File: config.mk
export PLATFORM = sky130hd
export DESIGN_NAME = scalar_kalman_filter_core
export DESIGN_NICKNAME = d
export VERILOG_FILES = /design/src/rtl/skf_pkg.sv /design/src/rtl/scalar_kalman_filter_core.sv /design/src/rtl/skf_datapath.sv /design/src/rtl/skf_ctrl.sv
export SDC_FILE = /design/constraint.sdc
export NUM_CORES = 2
export LEC_CHECK = 0
export BUFFER_PORTS_ARGS = -buffer_cell sky130_fd_sc_hd__buf_4
export CAP_MARGIN = 40
export CORE_MARGIN = 2
export CORE_UTILIZATION = 41
export CTS_CLUSTER_SIZE = 20
export DETAILED_ROUTE_END_ITERATION = 12
export GPL_TIMING_DRIVEN = 0
export PLACE_DENSITY_LB_ADDON = 0.15
export SYNTH_ARGS = -nofsm -noshare
export SYNTH_HDL_FRONTEND = slang
export SYNTH_SLANG_ARGS = --single-unit
export TNS_END_PERCENT = 10
File: constraint.sdc
create_clock -name clock -period 11 [get_ports clock]
set_clock_uncertainty 0.2 [all_clocks]
set_input_delay 1.1 -clock clock [delete_from_list [all_inputs] [get_ports clock]]
set_output_delay 1.1 -clock clock [all_outputs]
set_load 0.01 [all_outputs]
File: src/rtl/skf_pkg.sv
// skf_pkg: shared widths, reset values, register indexes and the
// controller-to-datapath command/status structs of the scalar kalman filter.
// No dependencies.
`default_nettype none

package skf_pkg;

   // fixed-point formats
   localparam int DATA_W  = 32;
   localparam int FRAC_W  = 16;
   localparam int GAIN_W  = FRAC_W + 1;
   localparam int DEN_W   = DATA_W + 1;
   localparam int REM_W   = DATA_W + 2;
   localparam int MAG_W   = DATA_W + 1;
   localparam int PROD_W  = MAG_W + GAIN_W;
   localparam int SUM_W   = DATA_W + 3;

   // restoring division: one integer step plus one step per fraction bit
   localparam int DIV_STEPS = FRAC_W + 1;
   localparam int CNT_W     = $clog2(DIV_STEPS);

   // register reset values
   localparam logic [DATA_W-1:0] Q_RESET  = DATA_W'(918);
   localparam logic [DATA_W-1:0] R_RESET  = DATA_W'(36045);
   localparam logic [DATA_W-1:0] P0_RESET = DATA_W'(5308);

   localparam logic [GAIN_W-1:0] GAIN_ONE = GAIN_W'(1) << FRAC_W;

   // configuration register indexes
   localparam int CSR_IDX_W = 2;
   localparam logic [CSR_IDX_W-1:0] CSR_PROCESS_NOISE      = 2'd0;
   localparam logic [CSR_IDX_W-1:0] CSR_MEASUREMENT_NOISE  = 2'd1;
   localparam logic [CSR_IDX_W-1:0] CSR_INITIAL_COVARIANCE = 2'd2;

   // input item kinds
   localparam logic KIND_SAMPLE  = 1'b0;
   localparam logic KIND_RESTART = 1'b1;

   // commands from controller to datapath
   typedef struct packed {
      logic restart;     // reload estimate and covariance
      logic start;       // capture sample, form predicted covariance
      logic den;         // form denominator and difference
      logic div_step;    // one restoring division step
      logic div_first;   // first step has no shift
      logic mul_est;     // multiply |difference| by gain
      logic upd_est;     // apply correction with clamping
      logic mul_cov;     // multiply covariance by (1 - gain)
      logic upd_cov;     // write new covariance
      logic set_err;     // flag zero denominator
      logic out_load;    // load result register
   } skf_cmd_type;

   // status from datapath to controller
   typedef struct packed {
      logic den_zero;
   } skf_stat_type;

endpackage

`default_nettype wire

File: src/rtl/scalar_kalman_filter_core.sv
// scalar_kalman_filter_core: top level of the one-dimensional fixed-point
// kalman filter. Depends on skf_pkg, skf_ctrl and skf_datapath.
//
//   channel  direction  handshake         payload
//   req      in         req_valid/stall   req_kind, req_measurement
//   rsp      out        rsp_valid/stall   rsp_estimate, rsp_gain, rsp_error
//   csr      in         csr_write         csr_index, csr_wdata
//
// after its transfer a sample passes the denominator state, 17 divider steps,
// the estimate and covariance multiply and update states and one result load;
// the next transfer can follow in the cycle after that result load.
// a zero denominator skips the divider steps and the estimate update.
// a restart item gives no result; reset restores the defaults.
// a stalled result waits in its register; the next item runs up to its result load.
`default_nettype none

module scalar_kalman_filter_core
   import skf_pkg::*;
(
   input  wire                       clock,
   input  wire                       reset,
   input  wire                       req_valid,
   output logic                      req_stall,
   input  wire                       req_kind,
   input  wire  signed [DATA_W-1:0]  req_measurement,
   output logic                      rsp_valid,
   input  wire                       rsp_stall,
   output logic signed [DATA_W-1:0]  rsp_estimate,
   output logic [GAIN_W-1:0]         rsp_gain,
   output logic                      rsp_error,
   input  wire                       csr_write,
   input  wire  [CSR_IDX_W-1:0]      csr_index,
   input  wire  [DATA_W-1:0]         csr_wdata
);

   skf_cmd_type  cmd;
   skf_stat_type stat;

   // sequencer
   skf_ctrl u_ctrl (
      .clock     (clock),
      .reset     (reset),
      .req_valid (req_valid),
      .req_stall (req_stall),
      .req_kind  (req_kind),
      .rsp_valid (rsp_valid),
      .rsp_stall (rsp_stall),
      .stat      (stat),
      .cmd       (cmd)
   );

   // arithmetic and state
   skf_datapath u_datapath (
      .clock           (clock),
      .reset           (reset),
      .csr_write       (csr_write),
      .csr_index       (csr_index),
      .csr_wdata       (csr_wdata),
      .req_measurement (req_measurement),
      .cmd             (cmd),
      .stat            (stat),
      .rsp_estimate    (rsp_estimate),
      .rsp_gain        (rsp_gain),
      .rsp_error       (rsp_error)
   );

endmodule

`default_nettype wire

File: src/rtl/skf_datapath.sv
// skf_datapath: configuration registers, filter state, restoring divider,
// shared multiplier and result register of the scalar kalman filter.
// Depends on skf_pkg.
`default_nettype none

module skf_datapath
   import skf_pkg::*;
(
   input  wire                       clock,
   input  wire                       reset,
   input  wire                       csr_write,
   input  wire  [CSR_IDX_W-1:0]      csr_index,
   input  wire  [DATA_W-1:0]         csr_wdata,
   input  wire  signed [DATA_W-1:0]  req_measurement,
   input  wire  skf_cmd_type         cmd,
   output skf_stat_type              stat,
   output logic signed [DATA_W-1:0]  rsp_estimate,
   output logic [GAIN_W-1:0]         rsp_gain,
   output logic                      rsp_error
);

   logic [DATA_W-1:0]        q_ff, r_ff, p0_ff;
   logic signed [DATA_W-1:0] est_ff, est_in;
   logic [DATA_W-1:0]        cov_ff, cov_in;
   logic signed [DATA_W-1:0] meas_ff;
   logic [DATA_W-1:0]        p_ff;
   logic [DEN_W-1:0]         den_ff;
   logic signed [MAG_W:0]    diff_ff;
   logic [MAG_W-1:0]         mag_ff;
   logic                     neg_ff;
   logic [REM_W-1:0]         rem_ff, rem_in;
   logic [GAIN_W-1:0]        quo_ff;
   logic [PROD_W-1:0]        prod_ff;
   logic                     err_ff;
   logic signed [DATA_W-1:0] out_est_ff;
   logic [GAIN_W-1:0]        out_gain_ff;
   logic                     out_err_ff;

   logic [DATA_W:0]          p_sum;
   logic [DATA_W-1:0]        p_sat;
   logic [REM_W-1:0]         rem_sh;
   logic                     div_ge;
   logic [MAG_W-1:0]         mul_a;
   logic [GAIN_W-1:0]        mul_b;
   logic signed [SUM_W-1:0]  est_ext, step_ext, est_sum;
   logic                     est_ovf;

   // configuration registers
   always_ff @(posedge clock) begin
      if (reset) begin
         q_ff  <= Q_RESET;
         r_ff  <= R_RESET;
         p0_ff <= P0_RESET;
      end else if (csr_write) begin
         unique case (csr_index)
            CSR_PROCESS_NOISE:      q_ff  <= csr_wdata;
            CSR_MEASUREMENT_NOISE:  r_ff  <= csr_wdata;
            CSR_INITIAL_COVARIANCE: p0_ff <= csr_wdata;
            default: ;
         endcase
      end
   end

   // predicted covariance with saturation
   assign p_sum = {1'b0, cov_ff} + {1'b0, q_ff};
   assign p_sat = p_sum[DATA_W] ? '1 : p_sum[DATA_W-1:0];

   // restoring division step
   assign rem_sh = cmd.div_first ? rem_ff : {rem_ff[REM_W-2:0], 1'b0};
   assign div_ge = rem_sh >= REM_W'(den_ff);
   assign rem_in = div_ge ? rem_sh - REM_W'(den_ff) : rem_sh;

   // shared multiplier operand select
   assign mul_a = cmd.mul_cov ? MAG_W'(p_ff) : mag_ff;
   assign mul_b = cmd.mul_cov ? GAIN_ONE - quo_ff : quo_ff;

   // estimate correction with clamping to the signed range
   assign est_ext  = SUM_W'(est_ff);
   assign step_ext = $signed({1'b0, prod_ff[PROD_W-1:FRAC_W]});
   assign est_sum  = neg_ff ? est_ext - step_ext : est_ext + step_ext;
   assign est_ovf  = (est_sum[SUM_W-1:DATA_W-1] != '0)
                     && (est_sum[SUM_W-1:DATA_W-1] != '1);

   always_comb begin
      est_in = est_ff;
      if (est_ovf) begin
         est_in = est_sum[SUM_W-1] ? {1'b1, {(DATA_W-1){1'b0}}}
                                   : {1'b0, {(DATA_W-1){1'b1}}};
      end else begin
         est_in = est_sum[DATA_W-1:0];
      end
   end

   assign cov_in = prod_ff[DATA_W+FRAC_W-1:FRAC_W];

   // filter state
   always_ff @(posedge clock) begin
      if (reset) begin
         est_ff <= '0;
         cov_ff <= P0_RESET;
      end else if (cmd.restart) begin
         est_ff <= '0;
         cov_ff <= p0_ff;
      end else begin
         if (cmd.upd_est) begin
            est_ff <= est_in;
         end
         if (cmd.upd_cov) begin
            cov_ff <= cov_in;
         end
      end
   end

   // working registers
   always_ff @(posedge clock) begin
      if (cmd.start) begin
         meas_ff <= req_measurement;
         p_ff    <= p_sat;
         err_ff  <= 1'b0;
      end
      if (cmd.den) begin
         den_ff  <= {1'b0, p_ff} + {1'b0, r_ff};
         diff_ff <= (MAG_W+1)'(meas_ff) - (MAG_W+1)'(est_ff);
         rem_ff  <= REM_W'(p_ff);
         quo_ff  <= '0;
      end
      if (cmd.div_step) begin
         rem_ff <= rem_in;
         quo_ff <= {quo_ff[GAIN_W-2:0], div_ge};
         mag_ff <= diff_ff[MAG_W] ? MAG_W'(-diff_ff) : MAG_W'(diff_ff);
         neg_ff <= diff_ff[MAG_W];
      end
      if (cmd.mul_est || cmd.mul_cov) begin
         prod_ff <= {{GAIN_W{1'b0}}, mul_a} * {{MAG_W{1'b0}}, mul_b};
      end
      if (cmd.set_err || (cmd.upd_est && est_ovf)) begin
         err_ff <= 1'b1;
      end
      if (cmd.out_load) begin
         out_est_ff  <= est_ff;
         out_gain_ff <= quo_ff;
         out_err_ff  <= err_ff;
      end
   end

   assign stat.den_zero = (den_ff == '0);
   assign rsp_estimate  = out_est_ff;
   assign rsp_gain      = out_gain_ff;
   assign rsp_error     = out_err_ff;

endmodule

`default_nettype wire

File: src/rtl/skf_ctrl.sv
// skf_ctrl: sequencer of the scalar kalman filter; drives datapath commands
// and both handshakes. Depends on skf_pkg.
`default_nettype none

module skf_ctrl
   import skf_pkg::*;
(
   input  wire           clock,
   input  wire           reset,
   input  wire           req_valid,
   output logic          req_stall,
   input  wire           req_kind,
   output logic          rsp_valid,
   input  wire           rsp_stall,
   input  wire skf_stat_type stat,
   output skf_cmd_type   cmd
);

   typedef enum logic [7:0] {
      ST_IDLE = 8'b0000_0001,
      ST_DEN  = 8'b0000_0010,
      ST_DIV  = 8'b0000_0100,
      ST_MEST = 8'b0000_1000,
      ST_UEST = 8'b0001_0000,
      ST_MCOV = 8'b0010_0000,
      ST_UCOV = 8'b0100_0000,
      ST_OUT  = 8'b1000_0000
   } skf_state_type;

   skf_state_type     state_ff, state_in;
   logic [CNT_W-1:0]  cnt_ff, cnt_in;
   logic              rsp_valid_ff, rsp_valid_in;
   logic              req_xfer, out_free;

   assign req_stall = (state_ff != ST_IDLE);
   assign req_xfer  = req_valid && !req_stall;
   assign out_free  = !rsp_valid_ff || !rsp_stall;

   // next state and commands
   always_comb begin
      state_in     = state_ff;
      cnt_in       = cnt_ff;
      rsp_valid_in = rsp_valid_ff && rsp_stall;
      cmd          = '0;
      unique case (state_ff)
         ST_IDLE: begin
            if (req_xfer) begin
               if (req_kind == KIND_RESTART) begin
                  cmd.restart = 1'b1;
               end else begin
                  cmd.start = 1'b1;
                  state_in  = ST_DEN;
               end
            end
         end
         ST_DEN: begin
            cmd.den  = 1'b1;
            cnt_in   = '0;
            state_in = ST_DIV;
         end
         ST_DIV: begin
            if (stat.den_zero) begin
               cmd.set_err = 1'b1;
               state_in    = ST_MCOV;
            end else begin
               cmd.div_step  = 1'b1;
               cmd.div_first = (cnt_ff == '0);
               cnt_in        = cnt_ff + 1'b1;
               if (cnt_ff == CNT_W'(DIV_STEPS - 1)) begin
                  state_in = ST_MEST;
               end
            end
         end
         ST_MEST: begin
            cmd.mul_est = 1'b1;
            state_in    = ST_UEST;
         end
         ST_UEST: begin
            cmd.upd_est = 1'b1;
            state_in    = ST_MCOV;
         end
         ST_MCOV: begin
            cmd.mul_cov = 1'b1;
            state_in    = ST_UCOV;
         end
         ST_UCOV: begin
            cmd.upd_cov = 1'b1;
            state_in    = ST_OUT;
         end
         ST_OUT: begin
            if (out_free) begin
               cmd.out_load = 1'b1;
               rsp_valid_in = 1'b1;
               state_in     = ST_IDLE;
            end
         end
         default: begin
            state_in = ST_IDLE;
         end
      endcase
   end

   always_ff @(posedge clock) begin
      if (reset) begin
         state_ff     <= ST_IDLE;
         cnt_ff       <= '0;
         rsp_valid_ff <= 1'b0;
      end else begin
         state_ff     <= state_in;
         cnt_ff       <= cnt_in;
         rsp_valid_ff <= rsp_valid_in;
      end
   end

   assign rsp_valid = rsp_valid_ff;

endmodule

`default_nettype wire
[Yosys cells after proc, flatten, opt, wreduce, memory -nomap -nowiden]
Index checks and enable logic that the tools add are counted.
Storage, ports and cells
  register bits: 490
  output and inout port bits: 52
Cells by class
  $mul: 1
  add/sub/neg operators: 9
  $lt $le $gt $ge: 1
  mux-type cells: 39
  reduce and logical (&&, ||, !) cells: 23
  equality and inequality tests: 18
Operators by type and width (number)
  two-way mux 34 bit: 4
  two-way mux 32 bit: 4
  adder 32 x 32 -> 33 bit: 2
  two-way mux 33 bit: 2
  one-hot mux 8 bit (8 select lines): 1
  two-way mux 17 bit: 3
  multiplier 33 x 17 -> 50 bit: 1
  two-way mux 8 bit: 5
  adder 32 x 35 -> 35 bit: 1
  two-way mux 35 bit: 1
  subtractor 32 x 35 -> 35 bit: 1
  >= comparator 34 x 33 -> 1 bit: 1
  subtractor 34 x 33 -> 34 bit: 1
  logical NOT 33 bit: 1
  negator 33 bit: 1
  subtractor 32 x 32 -> 33 bit: 1
  subtractor 17 bit (first input constant): 1
  two-way mux 1 bit: 13
  one-hot mux 5 bit (2 select lines): 1
  equality test 8 x 1 -> 1 bit (second input constant): 1
  equality test 8 x 2 -> 1 bit (second input constant): 1
  equality test 8 x 3 -> 1 bit (second input constant): 1
  equality test 8 x 4 -> 1 bit (second input constant): 1
  equality test 8 x 5 -> 1 bit (second input constant): 1
  other kinds (24): 41

[Depth between registers and ports, before layout]
  depth in word-level cells: 7
  gate-level depth with buffers: 31

[Cells and area by module]
Synthesis repeated with hierarchy kept, for this count alone.
Unflattened totals
  cell total of the unflattened synthesis: 4912
  area total of the unflattened synthesis: 44680.4 µm²
Modules (own cells, without submodules)
  skf_datapath: times used 1, cells an instance 4813, area an instance 43910.9 µm², seq. area each 12201.7 µm²
  skf_ctrl: times used 1, cells an instance 99, area an instance 769.5 µm², seq. area each 280.3 µm²

[Least setup slack after synthesis]
OpenSTA, ideal clock, no wires.
  kind: register -> register
  start: register u_ctrl.state_ff[1]
  end: register u_datapath.prod_ff[49], data pin
  data required time: 10540 ps
  stages on the path, launching flop included: 31
  setup time: 260 ps
  slack: 2666 ps
  buffers on the path: 2
  arrival: 7874 ps
  path through: dfxtp_1 -> or4_4 -> nor3_1 -> nand3b_1 -> clkbuf_1 -> nor2_1 -> xor2_1 -> clkbuf_1 -> nand2_1 -> fa_1 -> inv_1 -> fa_1 -> inv_1 -> fa_1 -> inv_1 -> fa_1 -> fa_1 -> inv_1 -> fa_1 -> inv_1 -> ha_1 -> a211o_1 -> a21oi_1 -> o21ai_0 -> o2111ai_1 -> o21ai_0 -> o31a_1 -> o221ai_1 -> o2111ai_1 -> a21oi_1 -> xnor2_1
On the way
  cells in the longest elaborated chain, start to end: 4
RTL lines
  start: declaration: line skf_ctrl.sv:30  | skf_state_type state_ff, state_in;
  start signal: assignment: line skf_ctrl.sv:109  | state_ff <= state_in;
  equality test 8 x 6 -> 1 bit (*): line skf_ctrl.sv:45  | unique case (state_ff)
  two-way mux 1 bit (*): line skf_ctrl.sv:45
  two-way mux 33 bit or two-way mux 17 bit (tied branches): line skf_datapath.sv:74, skf_datapath.sv:75
  multiplier 33 x 17 -> 50 bit (*): line skf_datapath.sv:134  | prod_ff <= {{GAIN_W{1'b0}}, mul_a} * {{MAG_W{1'b0}}, mul_b};
  end signal: assignment: line skf_datapath.sv:134
  end: declaration: line skf_datapath.sv:33  | logic [PROD_W-1:0] prod_ff;
Mark *: on every way between the ends. The rest lies on a longest branch, timed or not.
A chain may end at the register's enable or synchronous reset.

[Final worst setup path]
Ends and elaborated chain as after synthesis.

==> impl_results.md <==
- Slowest cell on crit path: o2111ai_1
- Row cnt: 120
- Met2 Usage GRT: 40.3%
- H-tree depth: 2
- Largest net degree at the start of global routing: between 40 and 50
- R2r startpoint: u_ctrl.state_ff[1]
- Final Setup Violations: 0
- CP required: 11.18 ns
- Detailed Place HPWL: between 100000 and 150000 um
- GR met3 Demand/Resource: around 4.3%
- Die Area: around 110000 um^2
- CP bufs+invs: 8
- WL final: roughly 140000 um
- RSZ-0062 raised after global routing: false
- Final Hold Vio Count: 0
- Residual DRC: 0
- #FFs+latches synth: around 470
- CTS sink count: 474
- Max frequency: between 90 and 100 MHz
- Synthesized area: approximately 44000 um^2
- Worst hold path class: reg -> reg
- Ratio of cells with drive above 1 in the final layout: 6.27%
- Die X-Extent: 333 um
- CP startpoint: u_ctrl.state_ff[1]
- Status: finished clean
- Reg clk slew, reported paths: about 0.06 ns
- Syn_nets: ~5800
- IO Pins: around 120
- Placed inst area: between 40000 and 50000 um^2
- Post-DRT Antenna Nets: 0
- Post-synth EDFFs: about 300
- Setup_tns: 0 ns
- Synth warnings: 0
- Gate count of the mapped netlist: between 4000 and 5000
- Post-synth ARST share: 0%
- IO buf count: approximately 120
- Slew HR: approximately 30%
- Crit-path max cell delay: between 0.7 and 0.8 ns
- WL per Instance: between 20 and 25 um
- Area grow syn2layout: 11.1%
- XOR/XNOR Fraction of Synth Area: 5.00%
- Root buf cell: clkbuf_16
- Worst-Skew Late Latency: ~0.67 ns
- Post-route cell area: around 49000 um^2
- Total global-route track usage: roughly 26%
- Core box area: 107000 um^2
- Vias/cell: roughly 5.3
- Vias in the first global route: roughly 35000
- Worst-path fanout max: 10
- TritonCTS Buffers: 55
- Max_cap viols: 0
- Busiest grt layer: met2
- Via count: 35100
- Synth area leader: fa_1
- Placer Congestion: between 0.9 and 1
- Critical path data arrival time: about 11 ns
- CP Capture Type: register
- Die span in y: around 330 um
- Main synth FF type: edfxtp_1
- Distinct cells, synth: between 80 and 90
- Leading post-synthesis cells by instance count: 1037 x nand2_1, 731 x inv_1, 467 x fa_1
- Top post-synthesis cells by area: fa_1 21%, edfxtp_1 20%, nand2_1 8.8%, ha_1 8.2%, dfxtp_1 7.9%
- Top delay family on crit path: adder cells
- Worst Hold Launch: u_datapath.quo_ff[12]
- DRT Pass-1 Iters: 6
- Share of the synthesized area in the top cell type: 21.1%
- Max-slew violation count: 0
- Initial antenna violation count: 10
- Number of DRC markers in iteration 0: between 2000 and 3000
- Compound-gate portion of the synthesized area: a little over a tenth
- Crit Path Category: reg -> reg
- Met1 usage: 36.4%
- Tightest Pin Transition: just over 1 ns
- Total grt overflow: 0
- Count leader, synth: nand2_1
- Max Root-Sink Buffers: 3
- Initial core utilization: approximately two fifths
- # nets final: 6000
- Largest family of logic cells by synthesized area: adder cells
- Post-Synth Adder-Cell Area: 29.3%
- Fin crit share: around 96%
- Simple-gate portion of the synthesized area: between 10% and 20%
- Fillers: approximately 11000
- Avg Cell Area, Syn: just under 9 um^2
- CTS tree: done
- First-pass GRT wire length: between 200000 and 250000 um
- Mux share of post-synthesis cell area: about 1.3%
- Post-route minimum period: approximately 11 ns
- Sequential share of the synthesized area: between 20 and 30%
- Crit path top cell by count: fa_1
- Nature of the critical path startpoint: register
==> stage by stage <==
stage | hold WS, ns | util [%] | std cells | worst slack (ns)
after floorplan | 0.209 | - | 4958 | 2.67
after global placement | 0.236 | 43.9 | 6484 | -0.485
after detailed placement | 0.236 | 44.2 | 6513 | -0.103
after CTS | 0.250 | 45.9 | 6619 | 0.180
after global routing | 0.267 | 46.0 | 6620 | 0.0240
final | 0.248 | 46.0 | 6621 | 0.456
==> timing repair <==
item / CTS / global route
pin swaps: 1 / 0
setup buffers: 3 / 0
cloned: 0 / 0
endpoints found under the setup margin: 1 / 4
endpoints found under the hold margin: 0 / 0
resized for setup: 0 / 5
hold buffers: 0 / 0
==> metal layers <==
| layer | vias up | wire, um |
|---|---|---|
| met5 | - | 62 |
| met4 | 10 | 5840 |
| met3 | 244 | 10700 |
| met2 | 1194 | 61700 |
| met1 | 17100 | 63600 |
| li1 | 16600 | - |
==> final cells by class <==
type / count / area, um^2 / area share (%)
inverters: 733 / 2760 / 5.60
clock inverters: 34 / 375 / 0.762
clock buffers: 69 / 1480 / 3.01
flip-flops and latches: 474 / 12500 / 25.4
diodes: 1 / 2.50 / 0.00508
well taps: 1403 / 1760 / 3.57
plain buffers: 179 / 739 / 1.50
repair buffers: 158 / 1260 / 2.55
multi-input cells: 3570 / 28400 / 57.6
==> sequential cells by signal, summed over array words and instances, names as in the netlist, 33 cells and up <==
| register | cells |
|---|---|
| u_datapath.prod_ff | 34 |
| u_datapath.den_ff | 33 |
| u_datapath.rem_ff | 34 |
| u_datapath.diff_ff | 33 |
| u_datapath.mag_ff | 33 |
==> layout by cell type (no fill, tap or decap), drive strengths merged, types with 175 or more instances in the layout <==
master  Yosys  routed
edfxtp    299     299
xnor2     179     179
nand2    1037    1037
dfxtp     175     175
a21oi     249     249
ha        290     290
nor2      334     334
clkbuf    162     230
inv       732     737
fa        467     467
buf        19     176
==> kinds of logic after synthesis <==
group	after synthesis
xor gates and xnor gates	253
buffers and inverters	914
AOI/OAI and AO/OA	740
and+or+nand+nor	1763
DFF	474
adders and majority gates	757
muxes	57
==> worst paths after layout <==
check                                                to  slack (ns)  depth (start not counted)
worst min-delay path            u_datapath.rsp_gain[12]        0.25                          0
worst max register to register   u_datapath.prod_ff[49]        0.46                         30
worst max-delay path             u_datapath.prod_ff[49]        0.46                         30
worst min register to register  u_datapath.rsp_gain[12]        0.25                          0
==> worst register-to-register path, delay by kind of cell (launching register included) <==
kind / cells / cell delay, ns
AO/OA/AOI/OAI: 6 / 2.30
flip-flops: 1 / 0.33
XOR/XNOR: 1 / 0.12
buffers and inverters: 8 / 1.77
adder cells (fa/ha/maj): 7 / 3.34
AND/OR/NAND/NOR: 8 / 2.24
Power is not shown: default switching activity piles up to over one toggle a cycle in this logic, so the estimate is an artifact.
